`config.mk`:
```
export PLATFORM = sky130hd
export DESIGN_NAME = rpn_mdu
export DESIGN_NICKNAME = d
export VERILOG_FILES = /design/src/rtl/core/rpn_pkg.sv /design/src/rtl/core/rpn_mdu.sv
export SDC_FILE = /design/constraint.sdc
export NUM_CORES = 1
export LEC_CHECK = 0
export ABC_AREA = 1
export BUFFER_PORTS_ARGS = -buffer_cell sky130_fd_sc_hd__buf_2
export CORE_ASPECT_RATIO = 1.1
export CORE_MARGIN = 3
export CORE_UTILIZATION = 40
export CTS_CLUSTER_SIZE = 12
export DETAILED_ROUTE_END_ITERATION = 12
export GPL_ROUTABILITY_DRIVEN = 1
export PLACE_DENSITY = 0.61
export SYNTH_ARGS = -nofsm -noshare
export SYNTH_HDL_FRONTEND = slang
export SYNTH_SLANG_ARGS = --single-unit
```
`constraint.sdc`:
```
create_clock -name clk -period 12.15 [get_ports clk]
set_input_delay 0.6075 -clock clk [delete_from_list [all_inputs] [get_ports clk]]
set_output_delay 0.6075 -clock clk [all_outputs]
set_load 0.01 [all_outputs]
```
`src/rtl/core/rpn_pkg.sv`:
```
// ----------------------------------------------------------------------------
// rpn_pkg
// Shared types, constants and helpers for the rpn stack calculator.
// ----------------------------------------------------------------------------
package rpn_pkg;

  localparam int VAL_W           = 48;
  localparam int PROD_W          = 2 * VAL_W;
  localparam int DEPTH_W         = 8;
  localparam int STACK_DEPTH_DEF = 128;
  localparam int FRAC_BITS_DEF   = 16;

  typedef enum logic [2:0] {
    MODE_PUSH    = 3'd0,
    MODE_ADD     = 3'd1,
    MODE_SUB     = 3'd2,
    MODE_MUL     = 3'd3,
    MODE_DIV     = 3'd4,
    MODE_MOD     = 3'd5,
    MODE_POP     = 3'd6,
    MODE_UNKNOWN = 3'd7
  } mode_t;

  typedef enum logic [1:0] {
    MDU_MUL = 2'd0,
    MDU_DIV = 2'd1,
    MDU_MOD = 2'd2
  } mdu_op_t;

  typedef struct packed {
    mode_t                    mode;
    logic signed [VAL_W-1:0]  number;
  } in_t;

  typedef struct packed {
    logic signed [VAL_W-1:0]  value;
    logic                     report_valid;
    logic                     stack_full;
    logic                     stack_empty;
    logic                     divide_by_zero;
    logic                     unknown_command;
    logic                     saturated;
    logic [DEPTH_W-1:0]       depth;
  } out_t;

  typedef struct packed {
    logic    start;
    mdu_op_t op;
  } mdu_req_t;

  typedef struct packed {
    logic                     done;
    logic signed [VAL_W-1:0]  value;
    logic                     sat;
  } mdu_rsp_t;

  typedef struct packed {
    logic                     sat;
    logic signed [VAL_W-1:0]  value;
  } clip_t;

  localparam logic [PROD_W-1:0] NEG_LIMIT =
    {{(PROD_W-VAL_W){1'b0}}, 1'b1, {(VAL_W-1){1'b0}}};
  localparam logic [PROD_W-1:0] POS_LIMIT = NEG_LIMIT - 1'b1;
  localparam logic [VAL_W-1:0]  VAL_MIN   = {1'b1, {(VAL_W-1){1'b0}}};
  localparam logic [VAL_W-1:0]  VAL_MAX   = {1'b0, {(VAL_W-1){1'b1}}};

  function automatic logic [VAL_W-1:0] mag_of(input logic [VAL_W-1:0] x);
    mag_of = x[VAL_W-1] ? (~x + 1'b1) : x;
  endfunction

  // sign and magnitude back to a clipped two's complement value
  function automatic clip_t clip_fn(input logic neg, input logic [PROD_W-1:0] mag);
    clip_t            r;
    logic [VAL_W-1:0] mag_n;
    mag_n = ~mag[VAL_W-1:0] + 1'b1;
    r.sat = 1'b0;
    if (neg) begin
      if (mag > NEG_LIMIT) begin
        r.sat   = 1'b1;
        r.value = VAL_MIN;
      end else begin
        r.value = mag_n;
      end
    end else begin
      if (mag > POS_LIMIT) begin
        r.sat   = 1'b1;
        r.value = VAL_MAX;
      end else begin
        r.value = mag[VAL_W-1:0];
      end
    end
    return r;
  endfunction

endpackage

```
`src/rtl/core/rpn_mdu.sv`:
```
// ----------------------------------------------------------------------------
// rpn_mdu
// Iterative multiply / divide unit: shift-add multiply one bit per cycle,
// restoring divide and remainder one quotient bit per cycle, then sign and saturation.
// ----------------------------------------------------------------------------
module rpn_mdu #(
  parameter int FRAC_BITS = rpn_pkg::FRAC_BITS_DEF
) (
  input  logic                             clk,
  input  logic                             rst_n,
  input  rpn_pkg::mdu_req_t                req,
  input  logic signed [rpn_pkg::VAL_W-1:0] l_val,
  input  logic signed [rpn_pkg::VAL_W-1:0] r_val,
  output rpn_pkg::mdu_rsp_t                rsp
);

  localparam int VW    = rpn_pkg::VAL_W;
  localparam int PW    = rpn_pkg::PROD_W;
  localparam int NW    = VW + FRAC_BITS;
  localparam int CNT_W = $clog2(NW + 1);

  typedef enum logic [2:0] {
    M_IDLE = 3'b001,
    M_RUN  = 3'b010,
    M_FIN  = 3'b100
  } mstate_t;

  mstate_t           state_r, state_nxt;
  rpn_pkg::mdu_op_t  op_r, op_nxt;
  logic              neg_r, neg_nxt;
  logic [CNT_W-1:0]  cnt_r, cnt_nxt;
  logic [PW-1:0]     p_r, p_nxt;
  logic [VW-1:0]     mcand_r, mcand_nxt;
  logic [NW-1:0]     q_r, q_nxt;
  logic [VW-1:0]     d_r, d_nxt;
  logic [VW-1:0]     rem_r, rem_nxt;
  rpn_pkg::mdu_rsp_t rsp_r, rsp_nxt;

  logic [VW-1:0]     mag_l, mag_r;
  logic [VW-1:0]     addend;
  logic [VW:0]       mul_sum;
  logic [VW:0]       trial;
  logic [VW:0]       trial_diff;
  logic              ge;
  logic [VW-1:0]     mod_m;
  rpn_pkg::clip_t    clip_res;

  assign mag_l      = rpn_pkg::mag_of(l_val);
  assign mag_r      = rpn_pkg::mag_of(r_val);
  assign addend     = p_r[0] ? mcand_r : '0;
  assign mul_sum    = {1'b0, p_r[PW-1:VW]} + {1'b0, addend};
  assign trial      = {rem_r, q_r[NW-1]};
  assign trial_diff = trial - {1'b0, d_r};
  assign ge         = trial >= {1'b0, d_r};
  assign mod_m      = rem_r << FRAC_BITS;

  always_comb begin
    state_nxt = state_r;
    op_nxt    = op_r;
    neg_nxt   = neg_r;
    cnt_nxt   = cnt_r;
    p_nxt     = p_r;
    mcand_nxt = mcand_r;
    q_nxt     = q_r;
    d_nxt     = d_r;
    rem_nxt   = rem_r;
    rsp_nxt   = rsp_r;
    rsp_nxt.done = 1'b0;
    clip_res  = rpn_pkg::clip_fn(neg_r, p_r >> FRAC_BITS);

    unique case (state_r)
      M_IDLE: begin
        if (req.start) begin
          op_nxt    = req.op;
          state_nxt = M_RUN;
          rem_nxt   = '0;
          case (req.op)
            rpn_pkg::MDU_MUL: begin
              neg_nxt   = l_val[VW-1] ^ r_val[VW-1];
              p_nxt     = {{VW{1'b0}}, mag_l};
              mcand_nxt = mag_r;
              cnt_nxt   = CNT_W'(VW);
            end
            rpn_pkg::MDU_DIV: begin
              neg_nxt = l_val[VW-1] ^ r_val[VW-1];
              q_nxt   = NW'(mag_l) << FRAC_BITS;
              d_nxt   = mag_r;
              cnt_nxt = CNT_W'(NW);
            end
            default: begin
              // remainder of the integer parts, sign of the dividend
              neg_nxt = l_val[VW-1];
              q_nxt   = NW'(mag_l >> FRAC_BITS);
              d_nxt   = mag_r >> FRAC_BITS;
              cnt_nxt = CNT_W'(NW);
            end
          endcase
        end
      end
      M_RUN: begin
        if (op_r == rpn_pkg::MDU_MUL) begin
          p_nxt = {mul_sum, p_r[VW-1:1]};
        end else begin
          q_nxt   = {q_r[NW-2:0], ge};
          rem_nxt = ge ? trial_diff[VW-1:0] : trial[VW-1:0];
        end
        cnt_nxt = cnt_r - 1'b1;
        if (cnt_r == CNT_W'(1)) begin
          state_nxt = M_FIN;
        end
      end
      M_FIN: begin
        case (op_r)
          rpn_pkg::MDU_MUL: clip_res = rpn_pkg::clip_fn(neg_r, p_r >> FRAC_BITS);
          rpn_pkg::MDU_DIV: clip_res = rpn_pkg::clip_fn(neg_r, PW'(q_r));
          default: begin
            clip_res.sat   = 1'b0;
            clip_res.value = neg_r ? (~mod_m + 1'b1) : mod_m;
          end
        endcase
        rsp_nxt.done  = 1'b1;
        rsp_nxt.value = clip_res.value;
        rsp_nxt.sat   = clip_res.sat;
        state_nxt     = M_IDLE;
      end
      default: state_nxt = M_IDLE;
    endcase
  end

  always_ff @(posedge clk) begin
    if (!rst_n) begin
      state_r    <= M_IDLE;
      rsp_r.done <= 1'b0;
    end else begin
      state_r    <= state_nxt;
      rsp_r.done <= rsp_nxt.done;
    end
    op_r        <= op_nxt;
    neg_r       <= neg_nxt;
    cnt_r       <= cnt_nxt;
    p_r         <= p_nxt;
    mcand_r     <= mcand_nxt;
    q_r         <= q_nxt;
    d_r         <= d_nxt;
    rem_r       <= rem_nxt;
    rsp_r.value <= rsp_nxt.value;
    rsp_r.sat   <= rsp_nxt.sat;
  end

  assign rsp = rsp_r;

endmodule

```
## Word level (Yosys, flattened, before mapping)

Cells that the tools add are included.

| operators by class | value |
|---|---|
| add/subtract/negate cells | 8 |
| equality and inequality tests | 12 |
| reduce and logical (&&, ||, !) cells | 12 |
| $lt $le $gt $ge | 5 |
| bitwise gates (word level) | 7 |
| muxes and demuxes | 36 |

Operators by type and width:

| operator | count |
|---|---|
| $mux 48 | 11 |
| $mux 96 | 3 |
| $pmux 64 s2 | 2 |
| $add 48x1->48 const B | 5 |
| $not 48->48 | 5 |
| $pmux 48 s2 | 2 |
| $pmux 96 s2 | 1 |
| $mux 64 | 2 |
| $mux 49 | 2 |
| $pmux 49 s2 | 1 |
| $gt 80x47->1 const B | 1 |
| $gt 80x48->1 const B | 1 |
| $gt 64x47->1 const B | 1 |
| $gt 64x48->1 const B | 1 |
| $mux 50 | 1 |
| $add 48x48->49 | 1 |
| $ge 49x48->1 | 1 |
| $sub 48x48->48 | 1 |
| $mux 7 | 2 |
| $pmux 7 s2 | 1 |
| $ne 2x2->1 const B | 5 |
| $reduce_and 3->1 | 3 |
| $reduce_and 4->1 | 2 |
| $eq 7x1->1 const B | 1 |
| 15 further kinds | 24 |

| storage, ports and cells | value |
|---|---|
| word-level logic and storage cells | 92 |
| output and inout bits | 50 |
| input port bits | 101 |
| register bits | 367 |

## Depth between registers and ports, before layout

| logic depth | value |
|---|---|
| word-level depth | 6 |
| mapped depth | 19 |
| depth with buffers taken out | 18 |

## Worst setup path before layout

No wires, ideal clock.

| timing | value |
|---|---|
| path type | register to register |
| start point | register op_r[1] |
| end point | register p_r[0], enable pin |
| arrival | 8223 ps |
| stages on the path, launching flop included | 6 |
| setup slack | 3222 ps |
| required time | 11445 ps |
| cell sequence | edfxtp_1 -> clkbuf_1 -> nor2_1 -> clkbuf_1 -> inv_1 -> a221oi_1 |

| on the way | value |
|---|---|
| longest elaborated chain between the ends | 3 |

Ends and longest elaborated chain:

| item | RTL line | RTL |
|---|---|---|
| start: declaration | rpn_mdu.sv:29 | `rpn_pkg::mdu_op_t op_r, op_nxt;` |
| start signal: assignment | rpn_mdu.sv:138 | `op_r <= op_nxt;` |
| $logic_not 2->1 | n/a |  |
| $ne 2x2->1 (no line) | n/a |  |
| $reduce_and 4->1 (no line) | n/a |  |
| end signal: assignment | rpn_mdu.sv:141 | `p_r <= p_nxt;` |
| end: declaration | rpn_mdu.sv:32 | `logic [PW-1:0] p_r, p_nxt;` |

No other way between the ends.
A chain may end at the register's enable or synchronous reset.

## Final worst setup path

| timing | value |
|---|---|
| start point | register rem_r[3] |
| end point | register rem_r[8], data pin |

| on the way | value |
|---|---|
| longest elaborated chain between the ends | 4 |

Ends and longest elaborated chain:

| item | RTL line | RTL |
|---|---|---|
| start: declaration | rpn_mdu.sv:36 | `logic [VW-1:0] rem_r, rem_nxt;` |
| start signal: assignment | rpn_mdu.sv:145 | `rem_r <= rem_nxt;` |
| $sub 48x48->48 or $ge 49x48->1 (tied branches) | rpn_mdu.sv:53, rpn_mdu.sv:54 |  |
| $mux 48 * | rpn_mdu.sv:105 | `rem_nxt = ge ? trial_diff[VW-1:0] : trial[VW-1:0];` |
| $mux 48 * | rpn_mdu.sv:101 | `if (op_r == rpn_pkg::MDU_MUL) begin` |
| $pmux 48 s2 * | rpn_mdu.sv:71 | `unique case (state_r)` |

Every way passes the cells marked *; elsewhere a longest branch is shown, timed or not. The select of a mux whose other input is x is not followed.

==> summary.md <==
| Metric | Value |
|---|---|
| Status | `completed` |
| Slew Viols, Final | `0` |
| Clock latency on the worst-skew pair | `approximately 0.6 ns` |
| I/O Buffers | `150` |
| RSZ-0062 raised after global routing | `no` |
| Seq cells post-synth | `367` |
| CTS Hold Bufs | `0` |
| Vias | `32.50k` |
| Post-place setup slack | `8.693 ns` |
| CP Max Fanout | `46` |
| Worst-margin pin slew | `approximately 1.2 ns` |
| Synthesis warning total | `0` |
| CP Data Required Time | `approximately 12 ns` |
| Initial DRC Count | `about 3.0k` |
| Vias in the first global route | `around 31k` |
| IO Pins | `around 150` |
| Worst setup path class | `reg -> reg` |
| Hold crit path type | `in -> reg` |
| Setup TNS | `0 ns` |
| Maximum clock frequency | `between 200 and 300 MHz` |
| Layout fillers | `around 8.4k` |
| DRC violations left | `0` |
| PostCTS Resize Cnt | `0` |
| Pwr Density | `roughly 110 nW/µm²` |
| Post-synth EDFFs | `363` |
| Final min period | `about 3.4 ns` |
| Setup violators final | `0` |
| Nets@finish | `between 5k and 6k` |
| Post-DP HPWL | `approximately 100000 µm` |
| Hold Vio Cnt, Final | `0` |
| Layout cell share with drive strength beyond 1 | `between 6 and 7%` |
| Row Count | `roughly 110` |
| Starting density of the core | `~41%` |
| Asr flop ratio synth | `0%` |
| CP peak stage delay | `approximately 0.85 ns` |
| Sequential area share after synthesis | `roughly a third` |
| RR Endpoint | `rem_r[8]$_SDFFCE_PN0P_` |
| WHS Endpoint | `op_r[0]$_DFFE_PP_` |
| Mean Syn Cell Area | `6.452 µm²` |
| CTS clk-pin slew, worst paths | `approximately 0.070 ns` |
| Worst R2R Setup Slack | `about 8.8 ns` |
| Chip Width | `275.2 µm` |
| Seq pwr share | `between 30% and 40%` |
| Yosys cell types | `50` |
| Initial antenna violation count | `3` |
| Routed wire length | `roughly 120000 µm` |
| Hold slack | `roughly 0.22 ns` |
| FF-to-FF Start | `rem_r[3]$_SDFFCE_PN0P_` |
| Clk sinks | `about 370` |
| Final cell count without fillers | `slightly above 6k` |
| Gr ovfl total | `0` |
| Relative slew slack | `about a fifth` |
| Final period util | `27.67%` |
| Largest net degree at the start of global routing | `166` |
| Area growth syn-to-layout | `10.15%` |
| R2R depth | `10` |
| Sw Ratio | `about a third` |
| Gate power share | `25.3%` |
| Post-route ant nets | `0` |
| Setup crit end kind | `flip-flop` |
| Die area | `around 83000 µm²` |
| Core region area | `78190 µm²` |
| Post-CTS Setup Bufs | `0` |
| Hold Path Depth | `1` |
| DP Cell Count | `~6.0k` |
| Total CTS buffers | `45` |
| Worst path slowest cell | `nand3_2` |
| Main flop type after synthesis | `edfxtp_1` |
| CTS tree | `yes` |
| Syn Inst Count | `4941` |
| Internal | `2610 µW` |
| CP Data Arrival Time | `between 3 and 4 ns` |
| Skew final | `roughly 0.035 ns` |
| Mapped cell area | `about 32000 µm²` |
| Cells along the critical path | `ha_1 > nand2_1 > nor2_1 > nand4_1 > nor2_1 > nand3_2 > nand3_2 > nand2_1 > nand2_1 > nor2_1` |
| Switch Pwr | `1384 µW` |
| Final setup margin | `8.788 ns` |
| Routed len/inst | `around 20 µm` |
| First-pass GRT wire length | `182400 µm` |
| Max-cap viol count | `0` |
| Vias/cell | `~5.3` |
| Leak | `0.01650 µW` |
| Clock power share | `between 30% and 40%` |
| RePlAce Congestion | `between 0.9 and 1` |
| Hold path start | `req[0]` |
| Startpoint types | `flip-flop` |
| All-Layer GR Usage | `28.84%` |
| Worst IR Drop VDD | `a little over 0.1 mV` |
| H-tree depth | `2` |
| Clock buffer depth | `3` |
| Die Y | `slightly above 300 µm` |
| CTS root buffer | `clkbuf_16` |
| Post-synthesis net count | `5147` |
| DR pass1 iterations | `6` |
## state kept, by name, summed over array words and instances (netlist names)
name,count
d_r,48
state_r,3
cnt_r,7
rsp,50
p_r,96
rem_r,48
q_r,64
op_r,2
mcand_r,48
neg_r,1
## cells in the final DEF (no fill, tap or decap), types with 7 or more instances in the layout
cell / count
nand2_1: 1576
inv_1: 737
nor2_1: 702
nand3_1: 418
edfxtp_1: 363
o21ai_0: 234
a21oi_1: 179
buf_2: 150
nand4_1: 122
ha_1: 103
xor2_1: 75
nor3_1: 56
clkbuf_16: 46
o22ai_1: 25
buf_4: 21
nand3b_1: 18
o211ai_1: 18
nor2_2: 16
o21ai_1: 16
a31oi_1: 16
xnor2_1: 16
and2_1: 10
o21bai_1: 10
nor2_4: 9
inv_2: 9
or2_2: 9
nand3_2: 8
nand2_2: 8
clkbuf_1: 8
nor3_2: 7
o21a_1: 7
## power groups by stage
stage                     clock network, µW  logic, µW  registers, µW
after floorplan                           0        674           1580
after global placement                    0        998           1600
after detailed placement                  0        999           1600
after CTS                              1430       1000           1580
after global routing                   1470       1120           1580
final                                  1400       1010           1580
## synthesized netlist by cell type, types with 3 or more instances
| library cell | instances | share of area, % |
|---|---|---|
| a21boi_0 | 4 | 0.094 |
| a21o_1 | 5 | 0.12 |
| a21oi_1 | 179 | 2.8 |
| a221oi_1 | 3 | 0.082 |
| a31oi_1 | 16 | 0.31 |
| and2_1 | 10 | 0.20 |
| buf_1 | 16 | 0.19 |
| buf_2 | 17 | 0.27 |
| buf_4 | 4 | 0.094 |
| buf_6 | 11 | 0.39 |
| clkbuf_1 | 75 | 0.88 |
| clkinv_1 | 3 | 0.035 |
| dfxtp_1 | 4 | 0.25 |
| edfxtp_1 | 363 | 34 |
| ha_1 | 103 | 4.0 |
| inv_1 | 739 | 8.7 |
| inv_2 | 8 | 0.094 |
| nand2_1 | 1576 | 19 |
| nand2_2 | 8 | 0.16 |
| nand2_4 | 4 | 0.14 |
| nand3_1 | 418 | 6.6 |
| nand3_2 | 8 | 0.25 |
| nand3b_1 | 18 | 0.42 |
| nand4_1 | 122 | 2.4 |
| nor2_1 | 705 | 8.3 |
| nor2_2 | 15 | 0.29 |
| nor2_4 | 7 | 0.25 |
| nor3_1 | 59 | 0.93 |
| nor3_2 | 4 | 0.13 |
| nor4_1 | 5 | 0.098 |
| o211ai_1 | 18 | 0.42 |
| o21a_1 | 7 | 0.16 |
| o21ai_0 | 235 | 3.7 |
| o21ai_1 | 16 | 0.25 |
| o21ai_2 | 6 | 0.16 |
| o21bai_1 | 10 | 0.24 |
| o22ai_1 | 25 | 0.49 |
| or2_2 | 9 | 0.18 |
| xnor2_1 | 16 | 0.44 |
| xor2_1 | 75 | 2.1 |
## worst max-delay path by stage
| stage | startpoint | to | cells after the start |
|---|---|---|---|
| 2_1_floorplan | op_r[1]$_DFFE_PP_ | p_r[0]$_DFFE_PP_ | 5 |
| 3_3_place_gp | l_val[47] | q_r[20]$_DFFE_PP_ | 6 |
| 6_report | rem_r[3]$_SDFFCE_PN0P_ | rem_r[8]$_SDFFCE_PN0P_ | 10 |
| 4_1_cts | rem_r[3]$_SDFFCE_PN0P_ | rem_r[8]$_SDFFCE_PN0P_ | 10 |
| 3_5_place_dp | l_val[47] | q_r[20]$_DFFE_PP_ | 6 |
| 5_1_grt | rem_r[18]$_SDFFCE_PN0P_ | rem_r[6]$_SDFFCE_PN0P_ | 12 |
## worst max-delay path, delay by kind of cell, from the launching register on
kind	cells	cell delay, ns
and+or+nand+nor	9	2.19
adders and majority gates	1	0.39
DFF	1	0.48
## per-layer routing
metal  up-vias  routed length, µm  track usage, %
li1      16142                  -               -
met1     14934              50140           36.22
met2      1165              57320           48.70
met3       261               7014           3.157
met4         2               7571           15.43
met5         -                 13               0
## area by class of cell
type	instances	area [µm²]	share of cell area (%)
Sequential cell	367	10980	31.27
Inverter	750	2818	8.025
Timing Repair Buffer	172	928.4	2.644
Antenna cell	2	5.005	0.01425
Tap cell	1035	1295	3.688
Clock inverter	25	324.1	0.9229
Clock buffer	54	1181	3.364
Multi-Input combinational cell	3701	17580	50.07
## kinds of logic (layout without fill, tap and decap cells)
logic type                 count (synthesis)  count (layout)  share of synthesized area, %
and+or+nand+nor                         2976            2976                         39.22
DFF                                      367             367                         34.45
adders and majority gates                105             105                         4.168
AOI/OAI and AO/OA                        528             528                         8.965
xor gates and xnor gates                  92              92                         2.551
other                                      0               2                             0
buffers and inverters                    873            1001                         10.65
## metrics by stage
step	utilization, %	power (µW)	area, µm²
final	44.91	3994	35110
after global routing	44.91	4180	35110
after CTS	44.90	4010	35110
after detailed placement	42.98	2602	33600
after global placement	42.98	2599	33600
after floorplan	-	2254	31880
Note: power is estimated with default switching activity, not from simulation.
