<file path="src/rtl/core/rpn_ram.sv">
// ----------------------------------------------------------------------------
// rpn_ram
// Generic single-write, single-read synchronous RAM with registered read.
// ----------------------------------------------------------------------------
module rpn_ram #(
  parameter int WIDTH = 8,
  parameter int DEPTH = 16
) (
  input  logic                     clk,
  input  logic                     we,
  input  logic [$clog2(DEPTH)-1:0] waddr,
  input  logic [WIDTH-1:0]         wdata,
  input  logic                     re,
  input  logic [$clog2(DEPTH)-1:0] raddr,
  output logic [WIDTH-1:0]         rdata
);

  logic [WIDTH-1:0] mem [DEPTH];

  always_ff @(posedge clk) begin
    if (we) begin
      mem[waddr] <= wdata;
    end
    if (re) begin
      rdata <= mem[raddr];
    end
  end

endmodule

</file>
<file path="config.mk">
export PLATFORM = sky130hd
export DESIGN_NAME = rpn_ram
export DESIGN_NICKNAME = d
export VERILOG_FILES = /design/src/rtl/core/rpn_ram.sv
export SDC_FILE = /design/constraint.sdc
export NUM_CORES = 1
export LEC_CHECK = 0
export BUFFER_PORTS_ARGS = -buffer_cell sky130_fd_sc_hd__buf_2
export CORE_MARGIN = 5
export CORE_UTILIZATION = 37
export CTS_CLUSTER_SIZE = 24
export DETAILED_ROUTE_END_ITERATION = 6
export GPL_TIMING_DRIVEN = 0
export PLACE_DENSITY = 0.55
export SLEW_MARGIN = 15
export SYNTH_ARGS = -nofsm -noshare
export SYNTH_HDL_FRONTEND = slang
export SYNTH_SLANG_ARGS = --single-unit
</file>
<file path="constraint.sdc">
create_clock -name clk -period 2.44 [get_ports clk]
set_clock_uncertainty 0.05 [all_clocks]
set_input_delay 0.244 -clock clk [delete_from_list [all_inputs] [get_ports clk]]
set_output_delay 0.244 -clock clk [all_outputs]
set_load 0.01 [all_outputs]
</file>
Word-level counts from Yosys, hierarchy flattened:

Memories as Yosys holds them, arrays and structs flattened. A register that Yosys moved wholly into a read port is not among the register bits.
Cells that the tools add are included.

* bits in registers: 0
* bits in writable memories: 128
* input bits: 19
* output and inout port bits: 8
* word-level logic and storage cells: 3
* memories: 1

Memories
* mem: words 16, width 8, read ports 1, clocked after memory_dff 1, wr ports 1, RTL line 18 `logic [WIDTH-1:0] mem [DEPTH];`

* muxes and demuxes: 2

Operators by type and width (number)
* $mux 1: 2

Longest topological paths before layout:

Gate-level depths: netlist (run 1).

* depth after elaboration: 2
* mapped depth: 5
* depth with buffers taken out: 3

Least setup slack after synthesis (run 1):

Ideal clock, no wire load.

* kind: input port to flip-flop
* start: input waddr[2]
* end: memory mem[0][0] (enable)
* setup time: 0.383 ns
* arrival: 1.354 ns
* required time: 2.007 ns
* setup slack: 0.653 ns
* stages on the path: 2
* buffers on the path: 0
* cell sequence: or3b_2 -> nor3_1

RTL lines
* from (decl): RTL line 11 `input logic [$clog2(DEPTH)-1:0] waddr,`
* to (decl): RTL line 18

Straight into the memory's write port.

==> results of run 1 <==
[metrics by stage]
stage	area, um2	hold slack (ns)	total power [mW]	worst slack (ns)	utilization
2_1_floorplan	5230	0.293	2.83	0.653	-
3_3_place_gp	5580	0.530	2.95	0.0242	0.402
3_5_place_dp	5600	0.536	2.95	0.410	0.403
4_1_cts	6120	0.0952	5.20	0.761	0.441
5_1_grt	6120	0.0970	5.32	0.658	0.441
6_report	6120	0.103	5.14	0.715	0.441
[cell usage after synthesis, drive strengths merged]
cell type	n
and2b	1
nor3	4
nand3b	2
nand2b	2
nor2	13
edfxtp	136
mux4	32
nand3	1
nand2	9
nor2b	1
a22oi	16
buf	7
and2	1
or3b	1
clkdlybuf4s25	3
[power groups by stage]
stage               clock [mW]  combinational [mW]  sequential (mW)
floorplan                    0               0.133             2.70
CTS                       2.29               0.260             2.64
global route              2.40               0.277             2.65
finish                    2.24               0.256             2.64
detailed placement           0               0.260             2.69
global placement             0               0.257             2.69
[cell families after synthesis]
family | after synthesis
AO/OA/AOI/OAI | 16
buffers and inverters | 10
flip-flops | 136
multiplexers | 32
AND/OR/NAND/NOR | 35
[cell type report]
cell class	count	area, um2	share of cell area
buffer	10	86.3	0.0141
clock buffer	19	433	0.0708
clock inverter	13	87.6	0.0143
multi-input combinational	83	1080	0.176
sequential	136	4080	0.667
tap	180	225	0.0368
timing repair buffer	25	125	0.0204
[flip-flops by register name, indices dropped and copies added, names as in the netlist]
register  cells
rdata         8
mem         128
[placed cells by master (no fill, tap or decap), drive strengths merged]
master / Yosys / layout
clkbuf: 0 / 19
edfxtp: 136 / 136
nand3b: 2 / 2
nor3: 4 / 4
mux4: 32 / 32
and2b: 1 / 1
and2: 1 / 1
clkinv: 0 / 12
or3b: 1 / 1
buf: 7 / 32
nand3: 1 / 1
nor2b: 1 / 1
nand2: 9 / 9
a22oi: 16 / 16
bufinv: 0 / 1
nand2b: 2 / 2
clkdlybuf4s25: 3 / 3
nor2: 13 / 13
[how the worst min path moves through the flow]
| stage | startpoint | to | slack [ns] | cells past startpoint |
|---|---|---|---|---|
| 2_1_floorplan | wdata[0] | mem[0][0]$_DFFE_PP_ | 0.29 | 0 |
| 3_3_place_gp | re | rdata[0]$_DFFE_PP_ | 0.53 | 1 |
| 3_5_place_dp | re | rdata[1]$_DFFE_PP_ | 0.54 | 1 |
| 4_1_cts | re | rdata[4]$_DFFE_PP_ | 0.1 | 1 |
| 5_1_grt | re | rdata[5]$_DFFE_PP_ | 0.1 | 1 |
| 6_report | re | rdata[4]$_DFFE_PP_ | 0.10 | 1 |
[per-layer routing]
metal  wire [um]  track usage  vias up
li1            -            -     1072
met1        4510        0.177     1226
met2        4710        0.193       82
met3         734       0.0589       14
met4         182       0.0537        0
met5           0            0        -
==> results.md, run 1 <==
Outcome:
- The run finished with clean final reports.

Setup path:
- The path depth of the worst reg2reg path is 3.
- STA classifies the critical path startpoint as a flip-flop.
- The worst reg-to-reg setup slack is slightly above 0.7 ns.
- At the worst endpoint, the required time is 2.55 ns.
- Walking the worst path, the cells encountered are mux4_1 > a22oi_1 > nand2_1.
- Along the worst path, the maximum fanout reaches 1.
- For this run, the slowest stage of the critical path takes 0.54 ns.
- STA classifies the critical path endpoint as a flip-flop.
- The worst setup path endpoint is rdata[1]$_DFFE_PP_.
- The standard cell with the maximum stage delay on the critical path is sky130_fd_sc_hd__mux4_1.
- The critical path runs through a total of 3 cells.
- The kind of cell with the highest combined delay on the critical path is multiplexers.
- The endpoint identified for the worst register-to-register timing path is rdata[1]$_DFFE_PP_.
- Counting both buffers and inverters, the worst setup path holds a total of 0.
- The worst reg2reg path startpoint is mem[1][1]$_DFFE_PP_.
- The critical path start-end classification is flip-flop to flip-flop.
- The critical path arrival is approximately 1.8 ns.
- The critical path starts at mem[1][1]$_DFFE_PP_.

STA:
- Based on the critical path, the design can be clocked at up to 0.580 GHz.
- The number of max-slew violations in the final report is 0.
- Headroom to the max-slew limit came out at 0.426.
- The setup TNS is 0 ns.
- The clock period could shrink to 1.72 ns.
- The number of hold violations in the final report came to 0.
- For the pin with the worst max-slew slack, the measured transition is roughly 0.86 ns.
- The part of the cycle the worst path needs is 0.707.
- Setup repair after global routing left no endpoint under its margin.
- Setup violations remaining at the end of the flow were counted as 0.

Floorplanning:
- In this run the count of I/O pins placed on the die edge is 27.
- The die is 129 um wide.
- Measured along the y axis, the die boundary spans 129 um.
- After floorplanning, the core was sized to cover about 14000 um2.
- The effective utilization at floorplan is 0.377.
- The floorplan step defined a die boundary enclosing around 17000 um2.
- The number of placement rows is 43.

Route:
- The final antenna-violating net count is 0.
- In the routed design, unresolved DRC markers number 0.
- The final wirelength is ~10 mm.
- The pre-antenna-repair detailed-routing pass consisted of 5 iterations.
- The routed wire length per instance is about 22 um.
- After detailed routing, the number of vias per cell comes to 5.14.
- The detailed router finished its first iteration with between 150 and 200 violations.
- Summing over every cut layer, the via total after detailed routing is 2394.

Pwr:
- Of the total power, the clock network draws 0.436.
- For this design the ratio of total power to cell area is 841 nW/um2.
- The maximum vdd ir drop is 0.663 mV.
- The net switching component of the power is 1.04 mW.
- Of the total power, registers draw 0.514.
- The share of total power consumed by net switching is 0.202.
- Of the total power, combinational logic draws 0.050.
- The leakage power figure is 2.02 nW.
- The internal power is 4.10 mW.

Clock tree:
- The number of buffers added for setup after CTS is 0.
- CTS saw 136 sinks.
- The H-tree depth is 4.
- The latest clock arrival within the worst-skew pair is about 0.42 ns.
- The CTS tree is built.
- The clock transition at the registers of the reported paths is 0.06 ns.
- The buffer type at the clock tree root is sky130_fd_sc_hd__clkbuf_16.
- The clock buffer count from CTS is 17.
- The number of hold-repair buffers added at the cts stage is 0.
- Once the clock tree was built, the resizer swapped 0 gates to a different size.
- The number of buffers on the longest clock path is 2.

Place:
- The count of buffers added on input and output ports is 25.
- The final HPWL from detailed placement is between 6 and 7 mm.
- The number of placed instances, taps included, is between 400 and 500.
- The global placer's final weighted congestion is around 0.84.

GRT:
- Entering global routing, the biggest net connects 17 pins.
- The first global-routing pass estimated 15.2 mm of wire.
- The number of global-route vias before repair was about 2500.
- The total overflow left after global routing is 0.
- The initial antenna violation count came to 0.
- The total track usage is 0.133.

Hold path:
- The class of the tightest hold or removal check is primary input to flip-flop.

Yosys:
- The number of nets handed over by synthesis was 248.
- The cell area after synthesis is 5230 um2.
- The cell count after synthesis is ~230.
- By area, the combinational part of the netlist is dominated by multiplexers.
- In the post-synthesis netlist, the biggest area contributors are sky130_fd_sc_hd__edfxtp_1 78%, sky130_fd_sc_hd__mux4_2 7.8%, sky130_fd_sc_hd__mux4_1 7.0%, sky130_fd_sc_hd__a22oi_1 2.3%, sky130_fd_sc_hd__nor2_1 0.93%.
- The cell taking the most area after synthesis is sky130_fd_sc_hd__edfxtp_1.
- In this run the mean area of a mapped cell was 22.8 um2.
- The xor and xnor fraction of the mapped netlist area is 0.
- Of the total synthesized cell area, the portion taken by full adders, half adders and majority gates is 0.
- The portion of netlist area occupied by mux cells is 0.148.
- The share of synthesized area in the top cell type comes to 0.781.
- Of the total synthesized cell area, the portion taken by AND, OR, NAND and NOR gates is 0.0314.
- The area fraction in compound gates after synthesis is 0.0230.
- The post-synthesis sequential area ratio is 0.781.
- During synthesis, Yosys emitted a total of 0 warnings.
- The total of flip-flops plus latches after synthesis is roughly 140.
- The distinct cell type count after synthesis is 18.

Layout:
- The final layout contains roughly 290 nets.
- The layout-stage area growth over the synthesis result is 17.0%.
- The filler cells instantiated in the layout total approximately 1200.
- The count of inserted antenna diode cells is 0.
- The finished layout holds 466 standard cells, fillers aside.
- The proportion of layout cells with a drive suffix above 1 is 0.290.

Flow run:
- The tool flagged a number of max-cap violations equal to 0.
No activity file was read; power rests on OpenSTA's default activity.
==> run 2, diff against run 1 <==
==> constraint.sdc (replaced) <==
create_clock -name clk -period 1.6 [get_ports clk]
set_clock_uncertainty 0.05 [all_clocks]
set_input_delay 0.16 -clock clk [delete_from_list [all_inputs] [get_ports clk]]
set_output_delay 0.16 -clock clk [all_outputs]
set_load 0.01 [all_outputs]
==> results.md, run 2 (synthesis results as in run 1) <==
Outcome:
- The run finished with clean final reports.

Clock tree:
- The number of hold-repair buffers added at the cts stage came to 0 (unchanged).
- The latest clock arrival within the worst-skew pair was 0.41 ns (about the same).
- The clock transition at the registers of the reported paths is 0.05 ns (about the same).
- The CTS tree is built.
- The tree is rooted in a sky130_fd_sc_hd__clkbuf_16.
- The number of buffers added for setup after CTS is 0 (unchanged).
- The number of buffers on the longest clock path was 2 (unchanged).
- The count of clock tree sinks is 136 (unchanged).
- The H-tree depth was 4 (unchanged).
- The clock buffer count from CTS was 17 (unchanged).

Flow run:
- The number of maximum-capacitance violations is 0 (unchanged).

STA:
- The least setup slack across all paths after layout is 0.0141 ns (-0.701 ns).
- The number of hold violations in the final report is 0 (unchanged).
- The number of max-slew violations in the final report was 0 (unchanged).
- The worst slew slack as a fraction of its limit is 0.421 (-0.00539).
- The part of the cycle the worst path needs came to 0.991 (+0.284).
- The slew at the pin with the worst max-slew slack was 0.866 ns (+0.00955 ns).
- The minimum period implied by the final worst setup slack was 1.59 ns (-0.139 ns).
- The total of endpoints with negative setup slack in the final report was 0 (unchanged).
- The upper clock frequency limit is 0.631 GHz (+8.7%).
- Setup repair after global routing could not meet its margin everywhere.
- The final hold slack came to 0.0434 ns (-0.0599 ns).

Layout:
- The count of inserted antenna diode cells is 0 (unchanged).
- The sequential cell area is 4080 um2 (unchanged).
- The largest registers in the layout are mem x128, rdata x8.
- Leaving out fill and tap cells, the most frequent cells in the layout are 136 x sky130_fd_sc_hd__edfxtp_1, 28 x sky130_fd_sc_hd__buf_2, 20 x sky130_fd_sc_hd__mux4_2, 17 x sky130_fd_sc_hd__clkbuf_16, 13 x sky130_fd_sc_hd__nor2_1.
- The flip-flop count of the largest register, all copies and words added is 128 (unchanged).
- The total of fill cells in the finished design is 1216 (+1.1%).
- Leaving out fill and tap cells, the most frequent cell in the layout is sky130_fd_sc_hd__edfxtp_1.
- The register with the most flip-flops in the final layout is mem.
- The net count reported at finish is 292 (unchanged).
- The proportion of layout cells with a drive suffix above 1 is 0.297 (+0.00699).
- From synthesis to final layout, the design area changed by 16.8%.
- The area taken by multi-input logic gates is 1100 um2 (+2.1%).
- The final non-filler cell area came to 6100 um2 (-0.23%).

GRT:
- The met1 track demand over resource is 0.180 (+0.00315).
- The met3 track utilization from global routing is 0.0544 (-0.00457).
- In this run the most used layer during global routing was met2.
- The met2 track demand over resource is 0.208 (+0.0149).
- The global-route wire length before repair was 15.6 mm (+2.8%).
- The initial antenna violation count is 0 (unchanged).
- The remaining global-route overflow came to 0 (unchanged).
- The maximum number of pins on one net before global-route repair is 17 (unchanged).
- The total track usage is 0.136 (+0.00289).
- The number of global-route vias before repair is 2572 (+2.2%).

Place:
- The global placer's final weighted congestion was 0.766 (-9.1%).
- The final HPWL from detailed placement is 6.74 mm (+4.3%).
- The post-placement setup slack is -0.338 ns (-0.748 ns).
- The post-detailed-placement cell area was 5600 um2 (unchanged).
- The number of buffers added on ports is 25 (unchanged).

Route:
- The final wirelength was 10.5 mm (+3.3%).
- The remaining design rule violation count is 0 (unchanged).
- The iteration-0 DRC count of the detailed router was 156 (-15%).
- The routed wire length per instance is 22.5 um (+3.3%).
- The per-cell via count in the routed design was 5.07 (-1.3%).
- The via count of the routed design was 2362 (-1.3%).
- The number of iterations in the first detailed-routing pass is 4 (-1).
- The final antenna-violating net count is 0 (unchanged).

Setup path:
- Traced cell by cell, the critical path runs through mux4_1 > a22oi_1 > nand2_1.
- STA classifies the critical path endpoint as a flip-flop.
- The required time of the critical path is 1.69 ns (-0.86 ns).
- The critical path arrival was 1.68 ns (-0.15 ns).
- The top fanout value on the critical path came to 1 (unchanged).
- The startpoint kind of the worst setup timing path is a flip-flop.
- The standard cell with the maximum stage delay on the critical path is sky130_fd_sc_hd__mux4_1.
- The setup path with the least slack is of type flip-flop to flip-flop.
- The maximum cell stage delay along the critical path is 0.52 ns (-0.02 ns).

Floorplanning:
- The die extent in x came to 129 um (unchanged).
- The effective utilization at floorplan was 0.377 (unchanged).
- The standard cell core area came to 13900 um2 (unchanged).
- The area of the die is 16600 um2 (unchanged).
- The I/O pin total came to 27 (unchanged).
- The overall die height was 129 um (unchanged).
- The number of placement rows came to 43 (unchanged).

Pwr:
- The total power of the final layout is 7.68 mW (+49%).
- The maximum vdd ir drop was 1.18 mV (+78%).
- The leakage power figure is 1.99 nW (-1.6%).
- The areal power density over the cells is 1260 nW/um2 (+50%).

Hold path:
- The worst hold path belongs to the class primary input to flip-flop.
-- run 2: per-layer routing --
metal  wire [um]  vias to the layer above
met5           0                        -
met4         124                        0
met3         655                       13
met2        5150                       52
met1        4550                     1231
li1            -                     1066
-- run 2: final timing paths --
check	start	end	slack (ns)	depth (start not counted)
worst max-delay path	mem[1][5]$_DFFE_PP_	rdata[5]$_DFFE_PP_	0.01	3
worst min-delay path	re	rdata[0]$_DFFE_PP_	0.04	1
worst max register to register	mem[1][5]$_DFFE_PP_	rdata[5]$_DFFE_PP_	0.01	3
worst min register to register	mem[13][3]$_DFFE_PP_	rdata[3]$_DFFE_PP_	0.71	3
-- run 2: layout make-up --
class | instances | share of cell area
buffer | 10 | 0.0141
tap | 180 | 0.0369
clock buffer | 25 | 0.0746
timing repair buffer | 25 | 0.0205
sequential | 136 | 0.669
clock inverter | 7 | 0.00471
multi-input combinational | 83 | 0.180
-- run 2: per-stage QoR --
stage / TNS, ns / util / cells
after floorplan: 0 / - / 229
after global placement: -22.45 / 0.402 / 434
after detailed placement: -15.11 / 0.403 / 434
after CTS: -0.0356 / 0.440 / 466
after global routing: -0.0758 / 0.440 / 466
final: 0 / 0.440 / 466
-- run 2: critical path, delay by kind of cell, from the launching register on --
kind               cells  cell delay [ns]
and+or+nand+nor        1             0.12
muxes                  1             0.52
DFF                    1             0.34
AOI/OAI and AO/OA      1             0.28
-- run 2: power breakdown --
part	switching (mW)	total, mW	leakage [nW]	internal [mW]
clock network	1.31	3.25	0.235	1.94
registers	0.0164	4.03	1.24	4.02
logic	0.237	0.397	0.516	0.160
-- run 2: repair_timing --
action / 4_1_cts / 5_1_grt
setup endpoints to repair: 5 / 7
resized for setup: 4 / 4
pin swaps: 1 / 4
==> run 3, diff against run 2 <==
--- a/config.mk
+++ b/config.mk
@@ -5,7 +5,9 @@
 export SDC_FILE = /design/constraint.sdc
 export NUM_CORES = 1
 export LEC_CHECK = 0
+export ABC_AREA = 1
 export BUFFER_PORTS_ARGS = -buffer_cell sky130_fd_sc_hd__buf_2
+export CAP_MARGIN = 15
 export CORE_MARGIN = 5
 export CORE_UTILIZATION = 37
 export CTS_CLUSTER_SIZE = 24
==> results.md, run 3 <==
Yosys:
- The top cell type's share of synthesized area is 0.698 (-0.0828).
- The number of warnings reported in the yosys synthesis log is 0 (unchanged).
- The most used flip-flop cell after synthesis is sky130_fd_sc_hd__edfxtp_1.
- The commonest cells after synthesis are 173 x sky130_fd_sc_hd__nand2_1, 136 x sky130_fd_sc_hd__edfxtp_1, 100 x sky130_fd_sc_hd__inv_1.
- The post-synth net total came to 570 (+130%).
- The mean instance size in the synthesized netlist is 10.6 um2 (-54%).
- The cell with the most instances after synthesis is sky130_fd_sc_hd__nand2_1.
- The cell count after synthesis is 551 (+140%).
- The synthesized design spends more area on one cell type than any other, namely sky130_fd_sc_hd__edfxtp_1.
- The async set-reset flop share out of synthesis is 0 (unchanged).
- The count of flip-flops with a built-in enable after synthesis is 136 (unchanged).
- The area fraction in compound gates after synthesis is 0 (-0.0230).
- The post-synthesis sequential area ratio is 0.698 (-0.0828).
- The adder and majority cell fraction of the synthesized area is 0 (unchanged).
- The share of synthesized cell area in and, or, nand and nor gates is 0.208 (+0.176).
- The total of flip-flops plus latches after synthesis came to 136 (unchanged).
- The cell area after synthesis is 5850 um2 (+12%).
- The distinct cell type count after synthesis is 11 (-7).
- Yosys attributes the largest share of cell area to sky130_fd_sc_hd__edfxtp_1 70%, sky130_fd_sc_hd__nand2_1 11%, sky130_fd_sc_hd__nand3_1 8.3%, sky130_fd_sc_hd__inv_1 6.4%, sky130_fd_sc_hd__buf_6 1.2%.
- The largest family of logic cells by synthesized area is simple AND/OR/NAND/NOR gates.
- The xor and xnor fraction of the mapped netlist area was 0 (unchanged).
- The portion of netlist area occupied by mux cells is 0 (-0.148).

Floorplanning:
- The number of placement rows was 46 (+7.0%).
- The area of the die is 18400 um2 (+11%).
- The die extent in x is 136 um (+5.3%).
- The standard cell core area is 15700 um2 (+13%).
- The I/O pin total is 27 (unchanged).
- The effective utilization at floorplan is 0.372 (-0.00449).
- The overall die height is 136 um (+5.3%).

Layout:
- The flip-flop count of the largest register, all copies and words added was 128 (unchanged).
- The largest registers in the layout are mem x128, rdata x8.
- The layout-stage area growth over the synthesis result is 17.5%.
- The most common cell after layout, fill and taps aside is sky130_fd_sc_hd__nand2_1.
- The count of inserted antenna diode cells is 0 (unchanged).
- The proportion of layout cells with a drive suffix above 1 is 0.127 (-0.170).
- The net count reported at finish is 612 (+110%).
- The final non-filler cell area was 6870 um2 (+13%).
- The top cell types in the final layout, fill and taps aside, are 173 x sky130_fd_sc_hd__nand2_1, 136 x sky130_fd_sc_hd__edfxtp_1, 100 x sky130_fd_sc_hd__inv_1, 97 x sky130_fd_sc_hd__nand3_1, 36 x sky130_fd_sc_hd__buf_2.
- The register bank with the most flops is mem.
- The final core utilization came to 0.437 (-0.00270).

Clock tree:
- The count of clock tree sinks is 136 (unchanged).
- The buffer type at the clock tree root is sky130_fd_sc_hd__clkbuf_16.
- The clock transition at the registers of the reported paths is 0.06 ns (about the same).
- The latest clock arrival within the worst-skew pair was 0.42 ns (about the same).
- TritonCTS built the clock tree.
- The number of resized instances in the post-cts repair step is 0 (-4).
- The number of hold-repair buffers added at the cts stage was 0 (unchanged).
- The H-tree depth is 4 (unchanged).
- The clock buffer count from CTS was 17 (unchanged).
- The number of buffers on the longest clock path is 2 (unchanged).
- The number of buffers added for setup after CTS came to 0 (unchanged).

Pwr:
- The leakage power figure came to 2.92 nW (+47%).
- The areal power density over the cells is 1270 nW/um2 (+1.3%).
- The share of total power consumed by net switching was 0.210 (+0.00694).
- The proportion of power drawn by combinational gates came to 0.060 (+0.008).
- The net switching component of the power is 1.84 mW (+18%).
- The internal power came to 6.91 mW (+13%).
- The portion of total power attributed to sequential cells is 0.461 (-0.064).
- The part of the total power dissipated in the clock network is 0.479 (+0.056).
- The total power of the final layout is 8.75 mW (+14%).
- The maximum vdd ir drop is 0.694 mV (-41%).

Setup path:
- The kind of cell with the highest combined delay on the critical path is simple AND/OR/NAND/NOR gates.
- STA classifies the critical path endpoint as a flip-flop.
- The required time of the critical path is 1.59 ns (-0.10 ns).
- The count of buffer and inverter cells on the critical path is 1 (+1).
- Walking the worst path, the cells encountered are buf_2 > nand3b_1 > nor2_1.
- The instance count on the critical path is 3 (unchanged).
- The startpoint kind of the worst setup timing path is a primary input.
- In this run the worst setup path terminates at mem[4][7]$_DFFE_PP_.
- The path depth of the worst reg2reg path came to 6 (+3).
- The critical path arrival is 1.30 ns (-0.38 ns).
- The top fanout value on the critical path was 8 (+7).
- The worst setup path startpoint is waddr[3].
- For this design, the slowest cell found on the critical path is sky130_fd_sc_hd__nor2_1.
- The endpoint identified for the worst register-to-register timing path is rdata[5]$_DFFE_PP_.
- The critical path is of the primary input to flip-flop type.
- The maximum cell stage delay along the critical path came to 0.80 ns (+0.28 ns).
- The startpoint identified for the worst register-to-register timing path is mem[11][5]$_DFFE_PP_.
- The worst reg-to-reg setup slack is 0.39 ns (+0.38 ns).

Place:
- The number of buffers added on ports was 23 (-8.0%).
- The post-placement setup slack is -0.145 ns (+0.193 ns).
- The final HPWL from detailed placement is 9.53 mm (+41%).
- The post-detailed-placement cell area is 6230 um2 (+11%).
- The global placer's final weighted congestion is 0.893 (+16%).

STA:
- The worst slew slack as a fraction of its limit was 0.319 (-0.102).
- The slew at the pin with the worst max-slew slack came to 1.02 ns (+0.152 ns).
- The least setup slack across all paths after layout is 0.292 ns (+0.278 ns).
- The part of the cycle the worst path needs is 0.818 (-0.173).
- The number of hold violations in the final report was 0 (unchanged).
- The minimum period implied by the final worst setup slack is 1.31 ns (-0.278 ns).
- The total of endpoints with negative setup slack in the final report is 0 (unchanged).
- Setup repair after global routing left no endpoint under its margin.
- The upper clock frequency limit is 0.764 GHz (+21%).
- The number of max-slew violations in the final report is 0 (unchanged).

Flow run:
- The number of maximum-capacitance violations is 0 (unchanged).

Route:
- The per-cell via count in the routed design is 4.69 (-7.5%).
- The via count of the routed design is 3855 (+63%).
- The number of iterations in the first detailed-routing pass is 5 (+1).
- The final antenna-violating net count came to 0 (unchanged).
- The routed wire length per instance came to 17.6 um (-22%).
- The remaining design rule violation count is 0 (unchanged).
- The iteration-0 DRC count of the detailed router is 326 (+110%).
- The final wirelength was 14.5 mm (+38%).

GRT:
- The remaining global-route overflow came to 0 (unchanged).
- The total track usage came to 0.169 (+0.0332).
- The global-route wire length before repair is 22.1 mm (+41%).
- The initial antenna violation count is 0 (unchanged).
- The number of global-route vias before repair is 3682 (+43%).
- The maximum number of pins on one net before global-route repair is 17 (unchanged).

Hold path:
- The path class of the tightest hold or removal check is primary input to flip-flop.
- In this run the most critical hold path is launched from re.

Outcome:
- The run finished with clean final reports.
-- run 3: power by group through the flow --
| stage | logic [mW] | registers [mW] | clock network, mW |
|---|---|---|---|
| floorplan | 0.281 | 4.11 | 0 |
| global placement | 0.518 | 4.11 | 0 |
| detailed placement | 0.523 | 4.11 | 0 |
| CTS | 0.527 | 4.03 | 4.26 |
| global route | 0.578 | 4.04 | 4.42 |
| finish | 0.524 | 4.03 | 4.19 |
-- run 3: cells by family after synthesis --
| kind of cell | after synthesis |
|---|---|
| buf+inv | 126 |
| flops | 136 |
| simple gates | 289 |
-- run 3: cell type report --
cell class / count / area [um2]
plain buffers: 24 / 166
inverters: 102 / 383
multi-input cells: 289 / 1210
clock buffers: 19 / 433
repair buffers: 23 / 115
flip-flops and latches: 136 / 4080
fillers: 1477 / 8840
clock inverters: 13 / 203
well taps: 216 / 270
-- run 3: per-stage QoR --
step | instances | hold WS [ns] | TNS (ns)
after global routing | 822 | 0.0473 | 0
after floorplan | 551 | 0.209 | 0
after global placement | 790 | 0.479 | -3.32
after CTS | 822 | 0.0398 | 0
after detailed placement | 790 | 0.485 | -4.80
final | 822 | 0.0511 | 0
-- run 3: worst min-delay path by stage --
stage	end	slack [ns]	depth (start not counted)
final	rdata[2]$_DFFE_PP_	0.05	1
after detailed placement	rdata[2]$_DFFE_PP_	0.49	1
after CTS	rdata[5]$_DFFE_PP_	0.04	1
after floorplan	mem[0][0]$_DFFE_PP_	0.21	0
after global placement	rdata[2]$_DFFE_PP_	0.48	1
after global routing	rdata[5]$_DFFE_PP_	0.05	1
-- run 3: per-layer routing --
metal / vias to the layer above / track usage / wire length (um)
li1: 1867 / - / -
met1: 1819 / 0.231 / 6410
met2: 148 / 0.264 / 6890
met3: 21 / 0.0390 / 923
met4: 0 / 0.0638 / 255
met5: - / 0 / 0
